==> config.mk <==
export PLATFORM = sky130hd
export DESIGN_NAME = tosd_slot_table
export DESIGN_NICKNAME = d
export VERILOG_FILES = /design/src/rtl/tracked_object_stillness_detector_macros.svh /design/src/rtl/tosd_pkg.sv /design/src/rtl/tosd_slot_table.sv
export SDC_FILE = /design/constraint.sdc
export NUM_CORES = 2
export LEC_CHECK = 0
export BUFFER_PORTS_ARGS = -buffer_cell sky130_fd_sc_hd__buf_2
export CAP_MARGIN = 20
export CORE_ASPECT_RATIO = 1.4
export CORE_MARGIN = 2
export CORE_UTILIZATION = 30
export DETAILED_ROUTE_END_ITERATION = 12
export MAX_ROUTING_LAYER = met4
export PLACE_DENSITY = 0.52
export SLEW_MARGIN = 20
export SYNTH_ARGS = -nofsm -noshare
export SYNTH_HDL_FRONTEND = slang
export SYNTH_SLANG_ARGS = --single-unit
==> constraint.sdc <==
create_clock -name clk -period 5.5 [get_ports clk]
set_clock_uncertainty 0.2 [all_clocks]
set_input_delay 0.275 -clock clk [delete_from_list [all_inputs] [get_ports clk]]
set_output_delay 0.275 -clock clk [all_outputs]
set_load 0.05 [all_outputs]
==> src/rtl/tracked_object_stillness_detector_macros.svh <==
// assertion macros for the stillness detector
// used by rtl modules that carry concurrent checks; needs nothing else
`ifndef TRACKED_OBJECT_STILLNESS_DETECTOR_MACROS_SVH
`define TRACKED_OBJECT_STILLNESS_DETECTOR_MACROS_SVH

// same-cycle implication, switched off during reset
`define TOSD_ASSERT_IMP(label, clk, rst_n, ante, cons, msg) \
  label: assert property (@(posedge clk) disable iff (!rst_n) (ante) |-> (cons)) \
    else $error(msg);

// next-cycle implication, switched off during reset
`define TOSD_ASSERT_NXT(label, clk, rst_n, ante, cons, msg) \
  label: assert property (@(posedge clk) disable iff (!rst_n) (ante) |=> (cons)) \
    else $error(msg);

`endif

==> src/rtl/tosd_pkg.sv <==
// shared types and constants for the tracked object stillness detector
// no dependencies
package tosd_pkg;

  localparam int BLOB_SLOTS_DEF = 64;

  localparam logic OP_BLOB = 1'b0;
  localparam logic OP_EOF  = 1'b1;

  localparam logic [1:0] MS_NONE   = 2'd0;
  localparam logic [1:0] MS_MOTION = 2'd1;
  localparam logic [1:0] MS_STILL  = 2'd2;

  // ascii 'a', codes for the other states follow it
  localparam logic [7:0] CODE_A = 8'h61;

  localparam logic [19:0] DIST_SQ_RST  = 20'd10;
  localparam logic [15:0] DWELL_RST    = 16'd2000;
  localparam logic [15:0] INTERVAL_RST = 16'd100;
  localparam logic        SERIAL_RST   = 1'b0;

  typedef enum logic [1:0] {
    REG_DIST_SQ  = 2'd0,
    REG_DWELL    = 2'd1,
    REG_INTERVAL = 2'd2,
    REG_SERIAL   = 2'd3
  } cfg_reg_t;

  typedef struct packed {
    logic        op;
    logic [5:0]  blob_id;
    logic [15:0] centroid_x;
    logic [15:0] centroid_y;
    logic [31:0] now_ms;
  } in_item_t;

  typedef struct packed {
    logic [1:0] motion_state;
    logic       send_valid;
    logic [7:0] code_byte;
  } out_item_t;

  typedef struct packed {
    logic [15:0] x;
    logic [15:0] y;
    logic [31:0] stamp;
  } slot_entry_t;

  // what the decision stage hands to the frame reporter
  typedef struct packed {
    logic        obs;
    logic        moving;
    logic        eof;
    logic [31:0] now_ms;
  } frame_evt_t;

endpackage

==> src/rtl/tosd_slot_table.sv <==
// per-blob cache: centroid and time stamp memory plus entry valid flags
// depends on tosd_pkg
module tosd_slot_table #(
  parameter int BLOB_SLOTS = tosd_pkg::BLOB_SLOTS_DEF,
  parameter int SLOT_W     = (BLOB_SLOTS > 1) ? $clog2(BLOB_SLOTS) : 1
) (
  input  logic                   clk,
  input  logic                   rst_n,
  input  logic                   rd_en,
  input  logic [SLOT_W-1:0]      rd_idx,
  output tosd_pkg::slot_entry_t  rd_data,
  input  logic [SLOT_W-1:0]      vld_idx,
  output logic                   vld_out,
  input  logic                   wr_en,
  input  logic [SLOT_W-1:0]      wr_idx,
  input  tosd_pkg::slot_entry_t  wr_data
);
  import tosd_pkg::*;

  slot_entry_t              mem [BLOB_SLOTS];
  slot_entry_t              rd_data_r;
  logic [BLOB_SLOTS-1:0]    valid_r;

  always_ff @(posedge clk) begin
    if (wr_en) begin
      mem[wr_idx] <= wr_data;
    end
    if (rd_en) begin
      rd_data_r <= mem[rd_idx];
    end
  end

  always_ff @(posedge clk) begin
    if (!rst_n) begin
      valid_r <= '0;
    end else if (wr_en) begin
      valid_r[wr_idx] <= 1'b1;
    end
  end

  assign rd_data = rd_data_r;
  assign vld_out = valid_r[vld_idx];

endmodule

Word-level counts from Yosys, hierarchy flattened
Memory sizes are Yosys's and may differ from the RTL's. A register that Yosys moved wholly into a read port is not among the register bits.
Index checks and enable logic that the tools add are counted.

storage, ports and cells
  register bits after elaboration = 64
  memory bits (writable) = 4096
  output and inout bits = 65
  word-level logic and storage cells = 13
  memories kept = 1

cells by class
  $lt $le $gt $ge = 3
  mux-type cells = 6
  bitwise logic cells = 1
  reductions and logical operators = 1

memory list
  name  words  bits a word  read ports  clocked after memory_dff  wr ports  RTL line               RTL
  mem   64     64           1           1                         1         tosd_slot_table.sv:20  slot_entry_t mem [BLOB_SLOTS];

operators with widths
  kind                                                                count
  OR 64 bit                                                           1
  < comparator 6 x 7 -> 1 bit (second input constant)                 2
  binary-select mux 1 bit (select 6 bit)                              1
  demux 1 bit (select 6 bit)                                          1
  greater-or-equal comparator 6 x 1 -> 1 bit (second input constant)  1
  2-to-1 mux 1 bit                                                    4
  logical AND 1 bit                                                   1

Longest topological paths before layout
  depth after elaboration = 5
  gate-level depth with buffers = 9

Worst setup path before layout
Ideal clock, no wire load.

  path kind = in2reg
  from = in wr_en
  to = mem mem[40][0] (netlist bit), enable pin
  setup time = 0.567 ns
  arrival time = 5.181 ns
  required time = 4.733 ns
  slack = -0.448 ns
  stages on the path = 3
  path buffers = 0
  cells stage by stage = nor2b_1 nand4b_1 nor3_1

on the way
  cells in the longest elaborated chain, start to end = 2

ends and longest elaborated chain
  what                                    RTL line               RTL
  start, declared                         tosd_slot_table.sv:14  input logic wr_en,
  2-to-1 mux 1 bit                        tosd_slot_table.sv:25  if (wr_en) begin
  2-to-1 mux 1 bit (implied by the code)  tosd_slot_table.sv:26  mem[wr_idx] <= wr_data;
  end, declared                           tosd_slot_table.sv:20

Every way passes these cells.

Final worst setup path
  from = reg valid_r[2]
  to = out vld_out

on the way
  cells in the longest elaborated chain, start to end = 2

ends and longest elaborated chain
  what                                    RTL line               RTL
  start, declared                         tosd_slot_table.sv:22  logic [BLOB_SLOTS-1:0] valid_r;
  start signal, assigned                  tosd_slot_table.sv:35  valid_r <= '0;
  start signal, assigned by index         tosd_slot_table.sv:37  valid_r[wr_idx] <= 1'b1;
  binary-select mux 1 bit (select 6 bit)  tosd_slot_table.sv:42  assign vld_out = valid_r[vld_idx];
  2-to-1 mux 1 bit (implied by the code)  tosd_slot_table.sv:42
  end, declared                           tosd_slot_table.sv:13  output logic vld_out,

Every way passes these cells. The select of a mux whose other input is x is not followed.

==> run metrics <==
outcome=completed; DRT Wirelength=514000 um; Endpoint, Worst Hold=rd_data[23]; Num Clock Sinks=4224; reg-to-reg critical path endpoint=rd_data[57]; Core Box Area=528000 sq um; Vias=78100; cell accounting for the most synthesized area=edfxtp_1; PD cells=364 nW/um^2; first-pass GRT wire length=691000 um; worst hold start=rd_idx[2]; die area=535000 sq um; drt first pass iters=5; asr flop ratio synth=0%; Clock Latency Late Sink=980 ps; Yosys top cell area share=78.7%; Hold Path Class=in -> reg; setup repair after global routing missed its margin=false; hpwl dp=289000 um; MaxCap Viol Count=0; Ports=151; Routed Antenna Nets=0; synthesized net count=6793; vias in the first global route=78600; count leader, synth=edfxtp_1; 1st-iter DRT viols=9014; CP Capture Type=output pin; initial antenna violation count=63; peak fanout along the critical path=2; clock tree root buffer cell=clkbuf_16; hold depth=4; Die Ht=865 um; synth top area cells=edfxtp_1 (79%), mux4_2 (15%), a22oi_1 (1.2%); Die X=619 um; synthesized netlist cell count=6707; Commonest cells post-synth=edfxtp_1 (4160), mux4_2 (1034), a22oi_1 (258), buf_2 (175), clkbuf_1 (144); Initial Util=30.1%; layout cells sized above 1=28.0%; Clk pin slew, worst setup/hold paths=60 ps; Hold Violations, Final=0; Warnings, synthesis=0; Tightest Pin Transition=1180 ps; Mapped Area=159000 sq um; Synth Area per Inst=23.7 sq um; Post-synth EDFFs=4160; register area share after synthesis=79.5%; CTS tree=built; Final Slew Violations=0; DRC=0; Synth cell types=39; final net count=7299; H-tree depth=5; Worst R2R Start=mem[3][57]; standard-cell rows=316; RePlAce Congestion=0.791; TNS Setup=0 ps; Via density=5.37; critical path type=reg -> out; synthesis-stage register bit count=4224; R2R cell count=4; post-CTS setup buffers=0; crit path DAT=2980 ps; Finish-stage setup viols=0; WL per Instance=35.3 um; post-cts gate resize count=0; Final min period=3460 ps; IO buf count=150; Leakage=56.1 nW; Max-Slew Margin vs Limit=21.4%; Synth Flop Type=edfxtp_1; Max Fclk=289 MHz; crit share post-route=62.8%; Worst Path Required=5030 ps; Num CTS Buffers=379; Tot GR Track Use=19.4%; Synth-to-Final Area Change=15.9%; Util after Layout=34.9%; fill count=48500; R2R Setup Slk=3220 ps; remaining global-route overflow=0; Worst VDD drop=0.283 mV; Setup crit start kind=register; pin count of the biggest net entering global routing=92; clock tree buffer depth=4
[critical path, stage by stage, from the launching register on]
cell	delay, ps
dfxtp_1	310
mux4_1	540
mux4_2	460
or2_0	210
a32o_1	270
buf_2	240
[state kept, by name, indices dropped and copies added (netlist names)]
register / count
valid_r: 64
rd_data: 64
mem: 4096
[worst max-delay path by stage]
stage,start,endpoint,slack [ps],cells past startpoint
finish,valid_r[2],vld_out,2040,5
global route,valid_r[2],vld_out,1960,5
CTS,valid_r[2],vld_out,1970,5
detailed placement,wr_en,mem[13][42],1530,5
global placement,wr_en,mem[13][42],1600,5
floorplan,wr_idx[4],mem[16][0],1000,4
[metrics by stage]
step | area (sq um) | std cells | hold slack, ps | setup WS [ps] | power, mW
6_report | 184000 | 14600 | 87.0 | 2040 | 66.9
5_1_grt | 184000 | 14500 | 56.3 | 1960 | 68.6
4_1_cts | 184000 | 14500 | 4.21 | 1970 | 67.5
3_5_place_dp | 170000 | 13800 | 248 | 1530 | 39.9
3_3_place_gp | 170000 | 13800 | 239 | 1600 | 39.9
2_1_floorplan | 159000 | 6707 | 174 | 998 | 38.2
[layout make-up]
class                           count  area, sq um  share of cell area [%]
Clock buffer                      465         9970                    5.42
Timing Repair Buffer              512         4890                    2.66
Sequential cell                  4224       126000                    68.6
Tap cell                         6996         8750                    4.76
Multi-Input combinational cell   2095        31400                    17.1
Antenna cell                       31         77.6                  0.0422
Inverter                            1         3.75                 0.00204
Clock inverter                    231         2720                    1.48
[kinds of logic after synthesis]
| kind of cell | count (synthesis) | share of synthesized area [%] |
|---|---|---|
| AO/OA/AOI/OAI | 646 | 3.02 |
| AND/OR/NAND/NOR | 301 | 0.914 |
| multiplexers | 1148 | 15.5 |
| buffers and inverters | 388 | 1.12 |
| flip-flops | 4224 | 79.5 |
[placed cells by master, fill, tap and decap left out, drive strengths merged, types with 69 or more instances in the layout]
cell type / n
nand3: 137
mux4: 1041
nor2: 86
buf: 443
clkinv: 138
edfxtp: 4160
a22oi: 258
clkbuf: 465
mux2i: 107
o22ai: 85
dlygate4sd3: 69
[layer usage]
| layer | up-vias | GRT usage, % | share of wire, % |
|---|---|---|---|
| li1 | 30100 | - | - |
| met1 | 44000 | 22.8 | 37 |
| met2 | 3232 | 34.3 | 53 |
| met3 | 766 | 2.96 | 6.5 |
| met4 | 0 | 5.72 | 3.4 |
| met5 | - | - | 0 |
[repair_timing]
action / CTS / global route
hold endpoints to repair: 4226 / 0
hold buffers: 69 / 0
endpoints found under the setup margin: 0 / 0
[power by group]
| part | internal [mW] | leakage [nW] | switching, mW |
|---|---|---|---|
| Sequential | 35.6 | 38.0 | 0.195 |
| Combinational | 1.14 | 12.0 | 2.26 |
| Clock | 15.7 | 6.15 | 12.0 |
| Total | 52.4 | 56.1 | 14.5 |
No activity file was read; power rests on OpenSTA's default activity.
