## src/rtl/tracked_object_stillness_detector_macros.svh

```systemverilog
// assertion macros for the stillness detector
// used by rtl modules that carry concurrent checks; needs nothing else
`ifndef TRACKED_OBJECT_STILLNESS_DETECTOR_MACROS_SVH
`define TRACKED_OBJECT_STILLNESS_DETECTOR_MACROS_SVH

// same-cycle implication, switched off during reset
`define TOSD_ASSERT_IMP(label, clk, rst_n, ante, cons, msg) \
  label: assert property (@(posedge clk) disable iff (!rst_n) (ante) |-> (cons)) \
    else $error(msg);

// next-cycle implication, switched off during reset
`define TOSD_ASSERT_NXT(label, clk, rst_n, ante, cons, msg) \
  label: assert property (@(posedge clk) disable iff (!rst_n) (ante) |=> (cons)) \
    else $error(msg);

`endif

```

## src/rtl/tosd_pkg.sv

```systemverilog
// shared types and constants for the tracked object stillness detector
// no dependencies
package tosd_pkg;

  localparam int BLOB_SLOTS_DEF = 64;

  localparam logic OP_BLOB = 1'b0;
  localparam logic OP_EOF  = 1'b1;

  localparam logic [1:0] MS_NONE   = 2'd0;
  localparam logic [1:0] MS_MOTION = 2'd1;
  localparam logic [1:0] MS_STILL  = 2'd2;

  // ascii 'a', codes for the other states follow it
  localparam logic [7:0] CODE_A = 8'h61;

  localparam logic [19:0] DIST_SQ_RST  = 20'd10;
  localparam logic [15:0] DWELL_RST    = 16'd2000;
  localparam logic [15:0] INTERVAL_RST = 16'd100;
  localparam logic        SERIAL_RST   = 1'b0;

  typedef enum logic [1:0] {
    REG_DIST_SQ  = 2'd0,
    REG_DWELL    = 2'd1,
    REG_INTERVAL = 2'd2,
    REG_SERIAL   = 2'd3
  } cfg_reg_t;

  typedef struct packed {
    logic        op;
    logic [5:0]  blob_id;
    logic [15:0] centroid_x;
    logic [15:0] centroid_y;
    logic [31:0] now_ms;
  } in_item_t;

  typedef struct packed {
    logic [1:0] motion_state;
    logic       send_valid;
    logic [7:0] code_byte;
  } out_item_t;

  typedef struct packed {
    logic [15:0] x;
    logic [15:0] y;
    logic [31:0] stamp;
  } slot_entry_t;

  // what the decision stage hands to the frame reporter
  typedef struct packed {
    logic        obs;
    logic        moving;
    logic        eof;
    logic [31:0] now_ms;
  } frame_evt_t;

endpackage

```

## src/rtl/tosd_frame_report.sv

```systemverilog
// per-frame flags, send interval timing and the result register
// depends on tosd_pkg and the assertion macro header
`include "tracked_object_stillness_detector_macros.svh"

module tosd_frame_report (
  input  logic                  clk,
  input  logic                  rst_n,
  input  tosd_pkg::frame_evt_t  evt,
  input  logic [15:0]           send_interval,
  input  logic                  serial_en,
  output logic                  blocked,
  output logic                  out_valid,
  input  logic                  out_stall,
  output tosd_pkg::out_item_t   out_data
);
  import tosd_pkg::*;

  logic        has_blobs_r, has_blobs_nxt;
  logic        any_moving_r, any_moving_nxt;
  logic [31:0] last_send_r, last_send_nxt;
  logic        out_valid_r, out_valid_nxt;
  out_item_t   out_r, out_nxt;
  logic        fire;
  logic        send_due;
  logic [31:0] since_send;
  logic [1:0]  state;

  // an end of frame waits while the result register is full and stalled
  assign blocked    = evt.eof && out_valid_r && out_stall;
  assign fire       = evt.eof && !blocked;
  assign since_send = evt.now_ms - last_send_r;
  assign send_due   = since_send > {16'd0, send_interval};

  always_comb begin
    if (!has_blobs_r) begin
      state = MS_NONE;
    end else if (any_moving_r) begin
      state = MS_MOTION;
    end else begin
      state = MS_STILL;
    end
  end

  always_comb begin
    has_blobs_nxt  = has_blobs_r;
    any_moving_nxt = any_moving_r;
    last_send_nxt  = last_send_r;
    out_valid_nxt  = out_valid_r && out_stall;
    out_nxt        = out_r;
    if (fire) begin
      has_blobs_nxt        = 1'b0;
      any_moving_nxt       = 1'b0;
      out_valid_nxt        = 1'b1;
      out_nxt.motion_state = state;
      out_nxt.send_valid   = send_due && serial_en;
      out_nxt.code_byte    = CODE_A + {6'd0, state};
      if (send_due) begin
        last_send_nxt = evt.now_ms;
      end
    end else if (evt.obs) begin
      has_blobs_nxt = 1'b1;
      if (evt.moving) begin
        any_moving_nxt = 1'b1;
      end
    end
  end

  always_ff @(posedge clk) begin
    if (!rst_n) begin
      has_blobs_r  <= 1'b0;
      any_moving_r <= 1'b0;
      last_send_r  <= '0;
      out_valid_r  <= 1'b0;
    end else begin
      has_blobs_r  <= has_blobs_nxt;
      any_moving_r <= any_moving_nxt;
      last_send_r  <= last_send_nxt;
      out_valid_r  <= out_valid_nxt;
    end
  end

  always_ff @(posedge clk) begin
    out_r <= out_nxt;
  end

  assign out_valid = out_valid_r;
  assign out_data  = out_r;

  `TOSD_ASSERT_IMP(a_code_matches_state, clk, rst_n, out_valid_r, out_r.code_byte == (CODE_A + {6'd0, out_r.motion_state}), "code byte does not match motion state")
  `TOSD_ASSERT_NXT(a_flags_clear_after_eof, clk, rst_n, fire, !has_blobs_r && !any_moving_r, "frame flags not cleared after end of frame")
  `TOSD_ASSERT_NXT(a_send_time_taken, clk, rst_n, fire && send_due, last_send_r == $past(evt.now_ms), "send time not updated when interval elapsed")

endmodule

```

## config.mk

```make
export PLATFORM = sky130hd
export DESIGN_NAME = tosd_frame_report
export DESIGN_NICKNAME = d
export VERILOG_FILES = /design/src/rtl/tosd_pkg.sv /design/src/rtl/tosd_frame_report.sv
export VERILOG_INCLUDE_DIRS = /design/src /design/src/rtl
export SDC_FILE = /design/constraint.sdc
export NUM_CORES = 1
export LEC_CHECK = 0
export CAP_MARGIN = 25
export CORE_MARGIN = 2
export CORE_UTILIZATION = 50
export CTS_CLUSTER_SIZE = 28
export DETAILED_ROUTE_END_ITERATION = 8
export DONT_BUFFER_PORTS = 1
export PLACE_DENSITY = 0.75
export SLEW_MARGIN = 25
export SYNTH_ARGS = -nofsm -noshare
export SYNTH_HDL_FRONTEND = slang
export SYNTH_SLANG_ARGS = --single-unit
```

## constraint.sdc

```tcl
create_clock -name clk -period 5.3 [get_ports clk]
set_input_delay 0.265 -clock clk [delete_from_list [all_inputs] [get_ports clk]]
set_output_delay 0.265 -clock clk [all_outputs]
set_load 0.05 [all_outputs]
```

**Word level (Yosys, flattened, before mapping)**

Index checks and enable logic that the tools add are counted.

- Flip-flop bits (word level): 46
- Latch bits: 0
- RAM bits: 0
- Memory bits (read-only): 0
- Input bits: 55
- Output and inout bits: 13
- Memories kept: 0

- $add $sub $neg: 2
- Multiply operators: 0
- Div/mod/pow operators: 0
- Order comparisons: 1
- Equality and inequality tests: 0
- Shifts and indexed selects: 0
- Multiplexer cells: 3
- Bitwise operators: 1
- Reductions and logical operators: 9

Operators by type and width:

| operator | number |
|---|---|
| $gt 32x16->1 | 1 |
| $sub 32x32->32 | 1 |
| $add 7x2->8 const A | 1 |
| $logic_and 1x1->1 | 5 |
| $mux 2 | 2 |
| $reduce_and 2->1 | 2 |
| $reduce_or 2->1 | 1 |
| $logic_not 1->1 | 1 |
| $mux 1 | 1 |
| $not 1->1 | 1 |

**Longest topological paths before layout**

Gate-level depths: netlist of the first run.

- Depth in word-level cells: 5
- Mapped depth: 22
- Gate-level depth less buffers: 20

**Worst setup path before layout of the first run**

Ideal clock, no wire load.

- Path kind: in2reg
- Start: in evt[0] (netlist name)
- End: reg out_r, in the netlist out_data[8], data pin
- Setup time: 254 ps
- Arrival: 4149 ps
- Required time: 5046 ps
- Setup slack: 896 ps
- Stages: 20
- Cells stage by stage: inv_1 > ha_1 > fa_1 > nand2b_1 > a21oi_1 > o21ai_0 > o21bai_1 > a21oi_1 > xnor2_1 > ha_1 > and4_1 > nand3_1 > or3_1 > nor2_1 > o2111ai_1 > or4_4 > or2_1 > buf_6 > buf_6 > o21a_1

- Longest elaborated chain between the ends: 3

Ends and longest elaborated chain:

| item | RTL line | source |
|---|---|---|
| start, declared | tosd_frame_report.sv:8 | `input tosd_pkg::frame_evt_t evt,` |
| $sub 32x32->32 | tosd_frame_report.sv:31 | `assign since_send = evt.now_ms - last_send_r;` |
| $gt 32x16->1 | tosd_frame_report.sv:32 | `assign send_due = since_send > {16'd0, send_interval};` |
| $logic_and 1x1->1 | tosd_frame_report.sv:55 | `out_nxt.send_valid = send_due && serial_en;` |
| end signal, assigned | tosd_frame_report.sv:83 | `out_r <= out_nxt;` |
| end, declared | tosd_frame_report.sv:22 | `out_item_t out_r, out_nxt;` |

No other way between the ends.
A chain may end at the register's enable or synchronous reset.

**Final worst setup path of the first run**

- Start: reg last_send_r[0]
- End: reg out_r, in the netlist out_data[8], data pin

- Longest elaborated chain between the ends: 3

Ends and longest elaborated chain:

| item | RTL line | source |
|---|---|---|
| start, declared | tosd_frame_report.sv:20 | `logic [31:0] last_send_r, last_send_nxt;` |
| start signal, assigned | tosd_frame_report.sv:77 | `last_send_r <= last_send_nxt;` |
| $sub 32x32->32 | tosd_frame_report.sv:31 |  |
| $gt 32x16->1 | tosd_frame_report.sv:32 |  |
| $logic_and 1x1->1 | tosd_frame_report.sv:55 |  |

No other way between the ends.

==> results of run 1 <==
-- through the flow --
| step | area, µm² | std cells | util, % | power (mW) |
|---|---|---|---|---|
| after global placement | 4780 | 762 | 51.7 | 1.15 |
| after detailed placement | 4780 | 762 | 51.7 | 1.18 |
| after floorplan | 4770 | 676 | - | 1.02 |
| final | 4890 | 770 | 52.9 | 1.45 |
| after global routing | 4890 | 770 | 52.9 | 1.57 |
| after CTS | 4890 | 770 | 52.9 | 1.44 |
-- cells by family (layout without fill, tap and decap cells) --
family                   Yosys count  after routing  synth area share (%)
flip-flops                        41             41                  18.5
XOR/XNOR                          17             17                  3.13
adder cells (fa/ha/maj)           49             49                  13.0
multiplexers                       4              4                 0.868
AO/OA/AOI/OAI                    228            228                  31.8
AND/OR/NAND/NOR                  230            230                  23.4
buffers and inverters            102             67                  9.18
other                              2              5                 0.158
-- flip-flops by register name, indices dropped and copies added (netlist names) --
signal	cells
any_moving_r	1
has_blobs_r	1
last_send_r	32
out_data	6
out_valid	1
-- power by group through the flow --
stage / Sequential (mW) / Clock [mW] / Combinational [mW]
after floorplan: 0.386 / 0 / 0.629
after global placement: 0.390 / 0 / 0.763
after CTS: 0.385 / 0.265 / 0.791
after global routing: 0.389 / 0.277 / 0.900
after detailed placement: 0.392 / 0 / 0.787
final: 0.384 / 0.263 / 0.798
-- cells in the final DEF (no fill, tap or decap), types with 5 or more instances in the layout --
| cell type | count |
|---|---|
| a21oi_1 | 76 |
| nand2_1 | 69 |
| nor2_1 | 62 |
| inv_1 | 54 |
| o21ai_0 | 49 |
| ha_1 | 48 |
| and3_1 | 37 |
| dfxtp_1 | 35 |
| o311ai_1 | 24 |
| nand3_1 | 13 |
| nor3_1 | 11 |
| xnor2_1 | 10 |
| a21o_1 | 10 |
| o21ai_1 | 8 |
| o311ai_2 | 8 |
| nor2b_1 | 7 |
| or3_1 | 7 |
| o21a_1 | 6 |
| xor2_1 | 6 |
| a211oi_1 | 6 |
| nand4_1 | 6 |
| a31oi_1 | 6 |
| edfxtp_1 | 6 |
| o2111ai_1 | 5 |
| o21bai_1 | 5 |
| conb_1 | 5 |
| clkbuf_8 | 5 |
-- routing by layer --
layer  wire length [µm]  vias to the layer above  part of all wire [%]
met5                  0                        -                     0
met4                144                        0                   1.2
met3                953                       22                   7.8
met2               5860                      186                    48
met1               5340                     2228                    43
li1                   -                     2355                     -
-- area by class of cell --
cell class / count / share of cell area [%]
clock inverters: 3 / 0.845
repair buffers: 5 / 1.02
clock buffers: 5 / 1.41
multi-input cells: 533 / 71.2
well taps: 129 / 3.30
inverters: 54 / 4.15
flip-flops and latches: 41 / 18.0
-- how the worst max path moves through the flow --
| stage | start | end | slack (ps) | depth (start not counted) |
|---|---|---|---|---|
| 3_5_place_dp | evt[0] | out_data[8]$_DFFE_PP_ | 390 | 19 |
| 3_3_place_gp | evt[0] | out_data[8]$_DFFE_PP_ | 570 | 19 |
| 4_1_cts | last_send_r[0]$_SDFFE_PN0P_ | out_data[8]$_DFFE_PP_ | 380 | 18 |
| 6_report | last_send_r[0]$_SDFFE_PN0P_ | out_data[8]$_DFFE_PP_ | 330 | 18 |
| 2_1_floorplan | evt[0] | out_data[8]$_DFFE_PP_ | 900 | 20 |
| 5_1_grt | last_send_r[0]$_SDFFE_PN0P_ | last_send_r[28]$_SDFFE_PN0P_ | 80 | 18 |
==> results.md, run 1 <==
* Post-synth top cells: 76 x a21oi_1, 69 x nand2_1, 62 x nor2_1
* Antenna Violating Nets Remaining at 0
* Initial Util at between 50 and 60%
* CORE AREA at ~9200 µm²
* Vias in the first global route at ~4700
* Cts bufs inserted at 5
* Hold Path Sink: has_blobs_r$_SDFFE_PP0P_
* Avg Cell Area, Syn at between 7 and 8 µm²
* Routed WL per cell at between 15 and 20 µm
* Met2 usage at 43.7%
* R2r setup slk at 330 ps
* Clock Path Buffers at 2
* Initial antenna violation count at 0
* Area of the multi-input gates at 3480 µm²
* Placer Congestion at roughly 0.96
* Top-area cell type share of the netlist area at about 15%
* First DRT Iteration DRCs at 391
* Post-DP HPWL at just over 9000 µm
* Die Ht at 102 µm
* Register Area at 881 µm²
* Worst setup SP type: flop
* Hold Startpoint: evt[34]
* Via count at 4791
* Cells after Synth at 673
* Max_slew headroom at between 30 and 40%
* Int Power at between 0.7 and 0.8 mW
* Switching Power at 0.648 mW
* Top FF cell, synth: dfxtp_1
* Max Slew Vio Count at 0
* Nets at roughly 740
* Cell taking the most area after synthesis: dfxtp_1
* Final min period at between 4000 and 5000 ps
* Setup TNS at 0 ps
* Synth area leaders: dfxtp_1 15%, ha_1 13%, a21oi_1 8.0%, nand2_1 5.4%, o21ai_0 5.2%
* Register bit total from synthesis at 41
* Clock Skew at about 11 ps
* Pin count of the biggest net entering global routing at between 70 and 80
* Met1 GRT Util at approximately 31%
* Worst-path clk slew at approximately 90 ps
* Final hold violations at 0
* CTS tree: yes
* Status: complete, no violations
* Die Area at 10300 µm²
* I/O pins at 68
* Pwr dens at between 200 and 300 nW/µm²
* Worst-Skew Late Latency at a little over 300 ps
* CP arrival at around 5000 ps
* Port Buf Inserts at 0
* GRT overflow at 0
* Setup Buffers After CTS at 0
* Reg2reg start: last_send_r[0]$_SDFFE_PN0P_
* Register area share after synthesis at between 10% and 20%
* Crit Path Max Fanout at 33
* Smallest hold slack at around 85 ps
* Unrepaired setup endpoints after global routing: false
* Worst Setup End Kind: flop
* Post-route worst setup slack at roughly 330 ps
* R2R cell count at 18
* DRT Pass-1 Iters at 5
* Clock Power Share at 18.2%
* Placement Rows at 35
* Vias/cell at ~6.2
* Setup Crit Path Kind: reg2reg
* Clock sinks at 41
* Total Routed Length at about 12000 µm
* Max-capacitance violation count at 0
* Required @ worst endpoint at approximately 5400 ps
* Die Width at ~100 µm
* Seq pwr share at a little over a quarter
* Logic pwr share at a little under three fifths
* CP top delay family: simple AND/OR/NAND/NOR gates
* Peak supply drop at about 0.13 mV
* Worst-margin pin slew at around 950 ps
* Crit share post-route at approximately 94%
* Root Buffer: clkbuf_8
* Synthesis Warnings at 0
* Htree depth at 2
* Class of the worst hold path: in2reg
* Met3 Usage GRT at between 4 and 5%
* First-pass GRT wire length at 21100 µm
* Max stage delay cell, worst path: or4_4
* Leak at just over 2 nW
* # resized after CTS at 0
* Area delta synth->final at 2.71%
* Post-route DRC at 0
* Layout fillers at 906
* Cell variety after synth at 64
* GRT busiest layer: met2
* # setup viols final at 0
* Fmax at about 200 MHz
* Antenna cells at 0
* Total GRT Usage at about a quarter
* Cts hold-fix bufs at 0
* Crit path largest cell delay at between 500 and 600 ps
* Synthesized area at ~4800 µm²
* Synth async-reset ratio at 0%
* Count leader, synth: a21oi_1
* Crit-path cells: ha_1, fa_1, nand2b_1, a21oi_1, o21ai_0, o21bai_1, a21oi_1, xnor2_1, ha_1, and4_1, nand3_1, or3_1, nor2_1, o2111ai_1, or4_4, or2_1, buf_4, o21a_1
* Reg2reg end: out_data[8]$_DFFE_PP_
* Hold path cells at 2
* Share of cells above drive strength 1 at roughly 5.0%
* Sw Share at approximately 45%
* CP bufs+invs at 1
* Number of synthesized flops with an enable pin at 6
* Dpl ws at around 390 ps
(Power assumes the default switching activity.)
==> inputs of run 2 (changes only) <==
--- a/config.mk
+++ b/config.mk
@@ -6,13 +6,15 @@
 export SDC_FILE = /design/constraint.sdc
 export NUM_CORES = 1
 export LEC_CHECK = 0
-export CAP_MARGIN = 25
+export CAP_MARGIN = 10
+export CELL_PAD_IN_SITES_DETAIL_PLACEMENT = 1
+export CELL_PAD_IN_SITES_GLOBAL_PLACEMENT = 2
 export CORE_MARGIN = 2
-export CORE_UTILIZATION = 50
+export CORE_UTILIZATION = 37
 export CTS_CLUSTER_SIZE = 28
 export DETAILED_ROUTE_END_ITERATION = 8
 export DONT_BUFFER_PORTS = 1
-export PLACE_DENSITY = 0.75
+export PLACE_DENSITY_LB_ADDON = 0.1
 export SLEW_MARGIN = 25
 export SYNTH_ARGS = -nofsm -noshare
 export SYNTH_HDL_FRONTEND = slang
==> run 2 against run 1 <==
Critical path depth did not move. Routed wire length rose by 23%. Utilization decreased by 13 points. Non-clock buffer count is 2 higher. Setup slack improved by 57 ps. Critical path type unchanged. Largest cell class unchanged. Largest power group unchanged. Highest routed layer unchanged.
==> results.md, run 2 (synthesized netlist as in run 1, its figures left out) <==
* Status: complete, no violations (unchanged)
* Crit path largest cell delay at 560 ps (was 570 ps)
* Peak supply drop at 0.185 mV (was 0.126 mV)
* Final min period at 4920 ps (was 4970 ps)
* Area delta synth->final at 5.65% (was 2.71%)
* Dpl ws at 350 ps (was 389 ps)
* Final hold violations at 0 (unchanged)
* GRT busiest layer: met2 (unchanged)
* Class of the worst hold path: in2reg (unchanged)
* Register Area at 881 µm² (unchanged)
* First-pass GRT wire length at 25400 µm (was 21100 µm)
* GRT overflow at 0 (unchanged)
* Area of the multi-input gates at 3480 µm² (unchanged)
* CP arrival at 5110 ps (was 5040 ps)
* Required @ worst endpoint at 5490 ps (was 5370 ps)
* Routed WL per cell at 18.6 µm (was 16.0 µm)
* Die Width at 117 µm (was 102 µm)
* Htree depth at 2 (unchanged)
* Sw Share at 43.2% (was 44.8%)
* Most common cell after layout, fill and taps aside: a21oi_1 (unchanged)
* Setup Crit Path Kind: reg2reg (unchanged)
* Pin count of the biggest net entering global routing at 67 (was 72)
* Cts bufs inserted at 5 (unchanged)
* R2R cell count at 18 (unchanged)
* Hold Startpoint: rst_n (was evt[34])
* Unrepaired setup endpoints after global routing: false (unchanged)
* Post-route worst setup slack at 382 ps (was 325 ps)
* Met2 usage at 39.2% (was 43.7%)
* Crit-path cells: ha_1, fa_1, nand2b_1, a21oi_1, o21ai_0, o21bai_1, a21oi_1, xnor2_1, ha_1, and4_1, nand3_1, or3_1, nor2_1, o2111ai_1, or4_4, or2_1, buf_4, o311ai_1 (was ha_1, fa_1, nand2b_1, a21oi_1, o21ai_0, o21bai_1, a21oi_1, xnor2_1, ha_1, and4_1, nand3_1, or3_1, nor2_1, o2111ai_1, or4_4, or2_1, buf_4, o21a_1)
* Setup Buffers After CTS at 0 (unchanged)
* Setup TNS at 0 ps (unchanged)
* Overall power at 1.63 mW (was 1.45 mW)
* Pwr dens at 325 nW/µm² (was 296 nW/µm²)
* Post-route DRC at 0 (unchanged)
* Initial antenna violation count at 0 (unchanged)
* Worst Setup End Kind: flop (unchanged)
* Most frequent cells in the layout: 76 x a21oi_1, 69 x nand2_1, 62 x nor2_1, 54 x inv_1, 49 x o21ai_0 (unchanged)
* Logic pwr share at 50.2% (was 55.2%)
* Antenna cells at 0 (unchanged)
* I/O pins at 68 (unchanged)
* Fmax at 203 MHz (was 201 MHz)
* Vias in the first global route at 5006 (was 4665)
* Total Routed Length at 15100 µm (was 12300 µm)
* Switching Power at 0.706 mW (was 0.648 mW)
* Max Slew Vio Count at 0 (unchanged)
* Die Area at 13800 µm² (was 10300 µm²)
* Worst setup SP type: flop (unchanged)
* Max_slew headroom at 45.1% (was 36.8%)
* Post-DP HPWL at 11300 µm (was 9060 µm)
* Clock Path Buffers at 2 (unchanged)
* Leak at 2.07 nW (was 2.03 nW)
* Crit Path Max Fanout at 19 (was 33)
* Layout fillers at 1609 (was 906)
* Final core occ at 40.0% (was 52.9%)
* Max stage delay cell, worst path: or4_4 (unchanged)
* Total GRT Usage at 22.4% (was 24.6%)
* Hold path cells at 1 (was 2)
* Antenna Violating Nets Remaining at 0 (unchanged)
* Via count at 4798 (was 4791)
* CTS tree: yes (unchanged)
* Nets at 746 (was 744)
* Design Area, Final at 5030 µm² (was 4890 µm²)
* Die Ht at 117 µm (was 102 µm)
* R2r setup slk at 380 ps (was 330 ps)
* Placed cell areas at 4830 µm² (was 4780 µm²)
* Hold Path Sink: out_valid$_SDFF_PN0_ (was has_blobs_r$_SDFFE_PP0P_)
* # setup viols final at 0 (unchanged)
* Reg2reg end: last_send_r[27]$_SDFFE_PN0P_ (was out_data[8]$_DFFE_PP_)
* Port Buf Inserts at 0 (unchanged)
* # resized after CTS at 0 (unchanged)
* Max reg flops at 32 (unchanged)
* DRT Pass-1 Iters at 4 (was 5)
* Clock Power Share at 26.2% (was 18.2%)
* CORE AREA at 12600 µm² (was 9240 µm²)
* Int Power at 0.928 mW (was 0.797 mW)
* Root Buffer: clkbuf_16 (was clkbuf_8)
* Vias/cell at 5.89 (was 6.22)
* Share of cells above drive strength 1 at 5.44% (was 4.99%)
* Clock sinks at 41 (unchanged)
* Met1 GRT Util at 28.8% (was 30.8%)
* Worst-margin pin slew at 822 ps (was 946 ps)
* Initial Util at 37.9% (was 51.5%)
* Placement Rows at 41 (was 35)
* Top reg by flops: last_send_r (unchanged)
* Clock Skew at 11.8 ps (was 11.0 ps)
* Worst-path clk slew at 70 ps (was 90 ps)
* Reg2reg start: last_send_r[0]$_SDFFE_PN0P_ (unchanged)
* Max-capacitance violation count at 0 (unchanged)
* Crit share post-route at 92.8% (was 93.9%)
* First DRT Iteration DRCs at 161 (was 391)
* Placer Congestion at 0.799 (was 0.958)
* Worst-Skew Late Latency at 310 ps (about the same)
* Met3 Usage GRT at 4.04% (was 4.49%)
* Cts hold-fix bufs at 0 (unchanged)
* Seq pwr share at 23.6% (was 26.6%)
==> run 2: cell types whose count changed in the layout (fill, tap and decap cells not counted) <==
cell        before  now
clkbuf_16        0    5
clkbuf_8         5    0
buf_4            4    7
buf_12           1    0
bufinv_16        1    2
clkinv_1         1    0
clkinvlp_4       1    0
inv_6            0    1
==> run 2: worst max path at each step <==
| stage | startpoint | endpoint | slack [ps] |
|---|---|---|---|
| floorplan | evt[0] | out_data[8]$_DFFE_PP_ | 900 |
| global placement | evt[0] | out_data[8]$_DFFE_PP_ | 560 |
| detailed placement | evt[0] | last_send_r[27]$_SDFFE_PN0P_ | 350 |
| CTS | last_send_r[0]$_SDFFE_PN0P_ | last_send_r[27]$_SDFFE_PN0P_ | 330 |
| global route | last_send_r[0]$_SDFFE_PN0P_ | last_send_r[27]$_SDFFE_PN0P_ | 60 |
| finish | last_send_r[0]$_SDFFE_PN0P_ | last_send_r[27]$_SDFFE_PN0P_ | 380 |
==> run 2: layout make-up <==
cell class / count / area share, %
clock buffer: 5 / 2.49
sequential: 41 / 17.5
inverter: 54 / 4.03
tap: 172 / 4.28
timing repair buffer: 7 / 1.05
clock inverter: 3 / 1.37
multi-input combinational: 533 / 69.3
==> run 2: layer usage <==
metal  vias up  routed length, µm
li1       2366                  -
met5         -                  0
met4         0                179
met2        63               7310
met1      2358               7170
met3        11                479
==> run 2: critical path: cells and delay by family, from the launching register on <==
kind                       cells  cell delay, ps
AOI/OAI and AO/OA              6            1360
DFF                            1             320
and+or+nand+nor                7            1810
buffers and inverters          1             230
adders and majority gates      3             930
xor gates and xnor gates       1             150
==> run 2: power groups by stage <==
stage	combinational, mW	sequential (mW)	clock [mW]
after floorplan	0.629	0.386	0
after global placement	0.792	0.390	0
after detailed placement	0.821	0.392	0
after CTS	0.824	0.385	0.438
after global routing	0.931	0.391	0.447
final	0.820	0.385	0.428
==> run 2: metrics by stage <==
step,std cells,hold WS (ps)
after floorplan,676,381
after CTS,815,89.4
after global routing,815,91.8
after global placement,807,387
final,815,105
after detailed placement,807,411
==> inputs of run 3 (changes only) <==
--- a/config.mk
+++ b/config.mk
@@ -6,11 +6,12 @@
 export SDC_FILE = /design/constraint.sdc
 export NUM_CORES = 1
 export LEC_CHECK = 0
+export ABC_AREA = 1
 export CAP_MARGIN = 10
 export CELL_PAD_IN_SITES_DETAIL_PLACEMENT = 1
 export CELL_PAD_IN_SITES_GLOBAL_PLACEMENT = 2
 export CORE_MARGIN = 2
-export CORE_UTILIZATION = 37
+export CORE_UTILIZATION = 33
 export CTS_CLUSTER_SIZE = 28
 export DETAILED_ROUTE_END_ITERATION = 8
 export DONT_BUFFER_PORTS = 1
==> run 3 against run 2 <==
Maximum frequency rose by 23%. Critical path depth is 7 higher. Clock power is 15% lower. Register-to-register slack gained 930 ps. Die area grew 16%. Largest power group unchanged.
==> results.md, run 3 <==
* Top reg by flops: last_send_r (unchanged)
* Max-capacitance violation count at 0 (unchanged)
* Crit path largest cell delay at 410 ps (was 560 ps)
* Design Area, Final at 5230 µm² (was 5030 µm²)
* Cells after Synth at 884 (was 673)
* Max reg flops at 32 (unchanged)
* Synth Area in Adders at 12.5% (was 13.0%)
* Worst-path clk slew at 70 ps (about the same)
* Synth Area in Simple Gates at 40.5% (was 23.3%)
* Placed cell areas at 5060 µm² (was 4830 µm²)
* Clock Path Buffers at 2 (unchanged)
* Overall power at 1.27 mW (was 1.63 mW)
* Compound-Gate Fraction of Synth Area at 6.60% (was 31.8%)
* Worst path most repeated cell: nand2_1
* Final core occ at 35.7% (was 40.0%)
* Status: complete, no violations (unchanged)
* Via count at 4966 (was 4798)
* Placement Rows at 44 (was 41)
* # resized after CTS at 0 (unchanged)
* Setup TNS at 0 ps (unchanged)
* Clock Skew at 5.21 ps (was 11.8 ps)
* Number of synthesized flops with an enable pin at 6 (unchanged)
* Vias in the first global route at 5096 (was 5006)
* Register bit total from synthesis at 41 (unchanged)
* Register area share after synthesis at 17.7% (was 18.5%)
* Required @ worst endpoint at 5480 ps (was 5490 ps)
* Setup Crit Path Kind: reg2reg (unchanged)
* Antenna Violating Nets Remaining at 0 (unchanged)
* Synthesized area at 4970 µm² (was 4760 µm²)
* Area delta synth->final at 5.24% (was 5.65%)
* Worst-margin pin slew at 774 ps (was 822 ps)
* Total GRT Usage at 20.1% (was 22.4%)
* Cell variety after synth at 31 (was 64)
* Final hold violations at 0 (unchanged)
* Peak supply drop at 0.143 mV (was 0.185 mV)
* Nets at 978 (was 746)
* Non-filler cells, final at 1059 (was 815)
* Die Ht at 127 µm (was 117 µm)
* Total Routed Length at 15600 µm (was 15100 µm)
* Worst-Skew Late Latency at 290 ps (was 310 ps)
* Synth async-reset ratio at 0% (unchanged)
* Post-route worst setup slack at 1310 ps (was 382 ps)
* # setup viols final at 0 (unchanged)
* Share of cells above drive strength 1 at 4.91% (was 5.44%)
* Cts hold-fix bufs at 0 (unchanged)
* Synth area leaders: nand2_1 22%, inv_1 16%, dfxtp_1 14%, ha_1 12%, nor2_1 6.6% (was dfxtp_1 15%, ha_1 13%, a21oi_1 8.0%, nand2_1 5.4%, o21ai_0 5.2%)
* DRT Pass-1 Iters at 4 (unchanged)
* Htree depth at 2 (unchanged)
* Post-route DRC at 0 (unchanged)
* Worst setup SP type: flop (unchanged)
* Post-synthesis xor/xnor area fraction at 2.64% (was 3.13%)
* Max_slew headroom at 48.4% (was 45.1%)
* Leak at 3.23 nW (was 2.07 nW)
* I/O pins at 68 (unchanged)
* Setup Buffers After CTS at 0 (unchanged)
* Dpl ws at 1300 ps (was 350 ps)
* Port Buf Inserts at 0 (unchanged)
* Post-DP HPWL at 13200 µm (was 11300 µm)
* Top FF cell, synth: dfxtp_1 (unchanged)
* Top-area cell type share of the netlist area at 21.8% (was 14.7%)
* Die Area at 16100 µm² (was 13800 µm²)
* Count leader, synth: nand2_1 (was a21oi_1)
* Max stage delay cell, worst path: ha_1 (was or4_4)
* Crit share post-route at 75.2% (was 92.8%)
* Most common cell after layout, fill and taps aside: nand2_1 (was a21oi_1)
* Avg Cell Area, Syn at 5.62 µm² (was 7.07 µm²)
* Initial antenna violation count at 0 (unchanged)
* Vias/cell at 4.69 (was 5.89)
* GRT overflow at 0 (unchanged)
* First DRT Iteration DRCs at 171 (was 161)
* Unrepaired setup endpoints after global routing: false (unchanged)
* CTS tree: yes (unchanged)
* Pin count of the biggest net entering global routing at 71 (was 67)
* Main combinational cell family by area after synthesis: simple AND/OR/NAND/NOR gates (was compound AO/OA/AOI/OAI gates)
* Root Buffer: clkbuf_16 (unchanged)
* Antenna cells at 0 (unchanged)
* Worst Setup End Kind: flop (unchanged)
* Die Width at 127 µm (was 117 µm)
* Synthesis Warnings at 0 (unchanged)
* Smallest hold slack at 90.0 ps (was 105 ps)
* Max Slew Vio Count at 0 (unchanged)
* Mux cell area share after synthesis at 0% (was 0.868%)
* Final min period at 3990 ps (was 4920 ps)
* Pwr dens at 243 nW/µm² (was 325 nW/µm²)
* Most frequent cells in the layout: 288 x nand2_1, 216 x inv_1, 86 x nor2_1, 56 x a21oi_1, 52 x nand3_1 (was 76 x a21oi_1, 69 x nand2_1, 62 x nor2_1, 54 x inv_1, 49 x o21ai_0)
* Clock sinks at 41 (unchanged)
* Placed instance count at 1051 (was 807)
* Cts bufs inserted at 5 (unchanged)
* CP arrival at 4160 ps (was 5110 ps)
* Post-synth top cells: 288 x nand2_1, 216 x inv_1, 87 x nor2_1 (was 76 x a21oi_1, 69 x nand2_1, 62 x nor2_1)
* Cell taking the most area after synthesis: nand2_1 (was dfxtp_1)
* CORE AREA at 14600 µm² (was 12600 µm²)
* First-pass GRT wire length at 25800 µm (was 25400 µm)
* Crit Path Max Fanout at 64 (was 19)
* Fmax at 251 MHz (was 203 MHz)
* Placer Congestion at 0.854 (was 0.799)
* Routed WL per cell at 14.7 µm (was 18.6 µm)
* Class of the worst hold path: in2reg (unchanged)
* Initial Util at 33.9% (was 37.9%)
## run 3: logic make-up after synthesis
| group | count (synthesis) |
|---|---|
| other | 2 |
| xor gates and xnor gates | 15 |
| AOI/OAI and AO/OA | 64 |
| and+or+nand+nor | 474 |
| DFF | 41 |
| adders and majority gates | 49 |
| buffers and inverters | 239 |
## run 3: layout make-up
type | instances | area [µm²]
fillers | 2068 | 9410
multi-input cells | 607 | 3120
flip-flops and latches | 41 | 881
inverters | 217 | 815
well taps | 184 | 230
clock buffers | 5 | 125
clock inverters | 3 | 46.3
repair buffers | 2 | 15.0
## run 3: power breakdown
part | internal, mW | leakage, nW | total (mW) | switching, mW
registers | 0.338 | 0.348 | 0.358 | 0.0206
logic | 0.186 | 2.80 | 0.547 | 0.361
clock network | 0.223 | 0.0800 | 0.364 | 0.141
total | 0.747 | 3.23 | 1.27 | 0.522
## run 3: metal layers
| layer | vias to the layer above | GRT usage, % | routed length (µm) |
|---|---|---|---|
| met5 | - | 0 | 0 |
| li1 | 2592 | - | - |
| met2 | 88 | 31.6 | 6620 |
| met3 | 10 | 3.21 | 787 |
| met1 | 2276 | 29.6 | 8070 |
| met4 | 0 | 3.10 | 108 |
## run 3: final timing paths
check                                from                      endpoint  slack (ps)  cells after the start
max           last_send_r[7]$_SDFFE_PN0P_  last_send_r[12]$_SDFFE_PN0P_        1310                     25
max reg2reg   last_send_r[7]$_SDFFE_PN0P_  last_send_r[12]$_SDFFE_PN0P_        1310                     25
min                                 rst_n  last_send_r[17]$_SDFFE_PN0P_          90                      2
min reg2reg  last_send_r[18]$_SDFFE_PN0P_  last_send_r[18]$_SDFFE_PN0P_         480                      2
## run 3: critical path: cells and delay by family, from the launching register on
kind	cells	cell delay, ps
AND/OR/NAND/NOR	19	2190
adder cells (fa/ha/maj)	2	590
flip-flops	1	330
XOR/XNOR	1	310
AO/OA/AOI/OAI	1	310
buffers and inverters	2	80
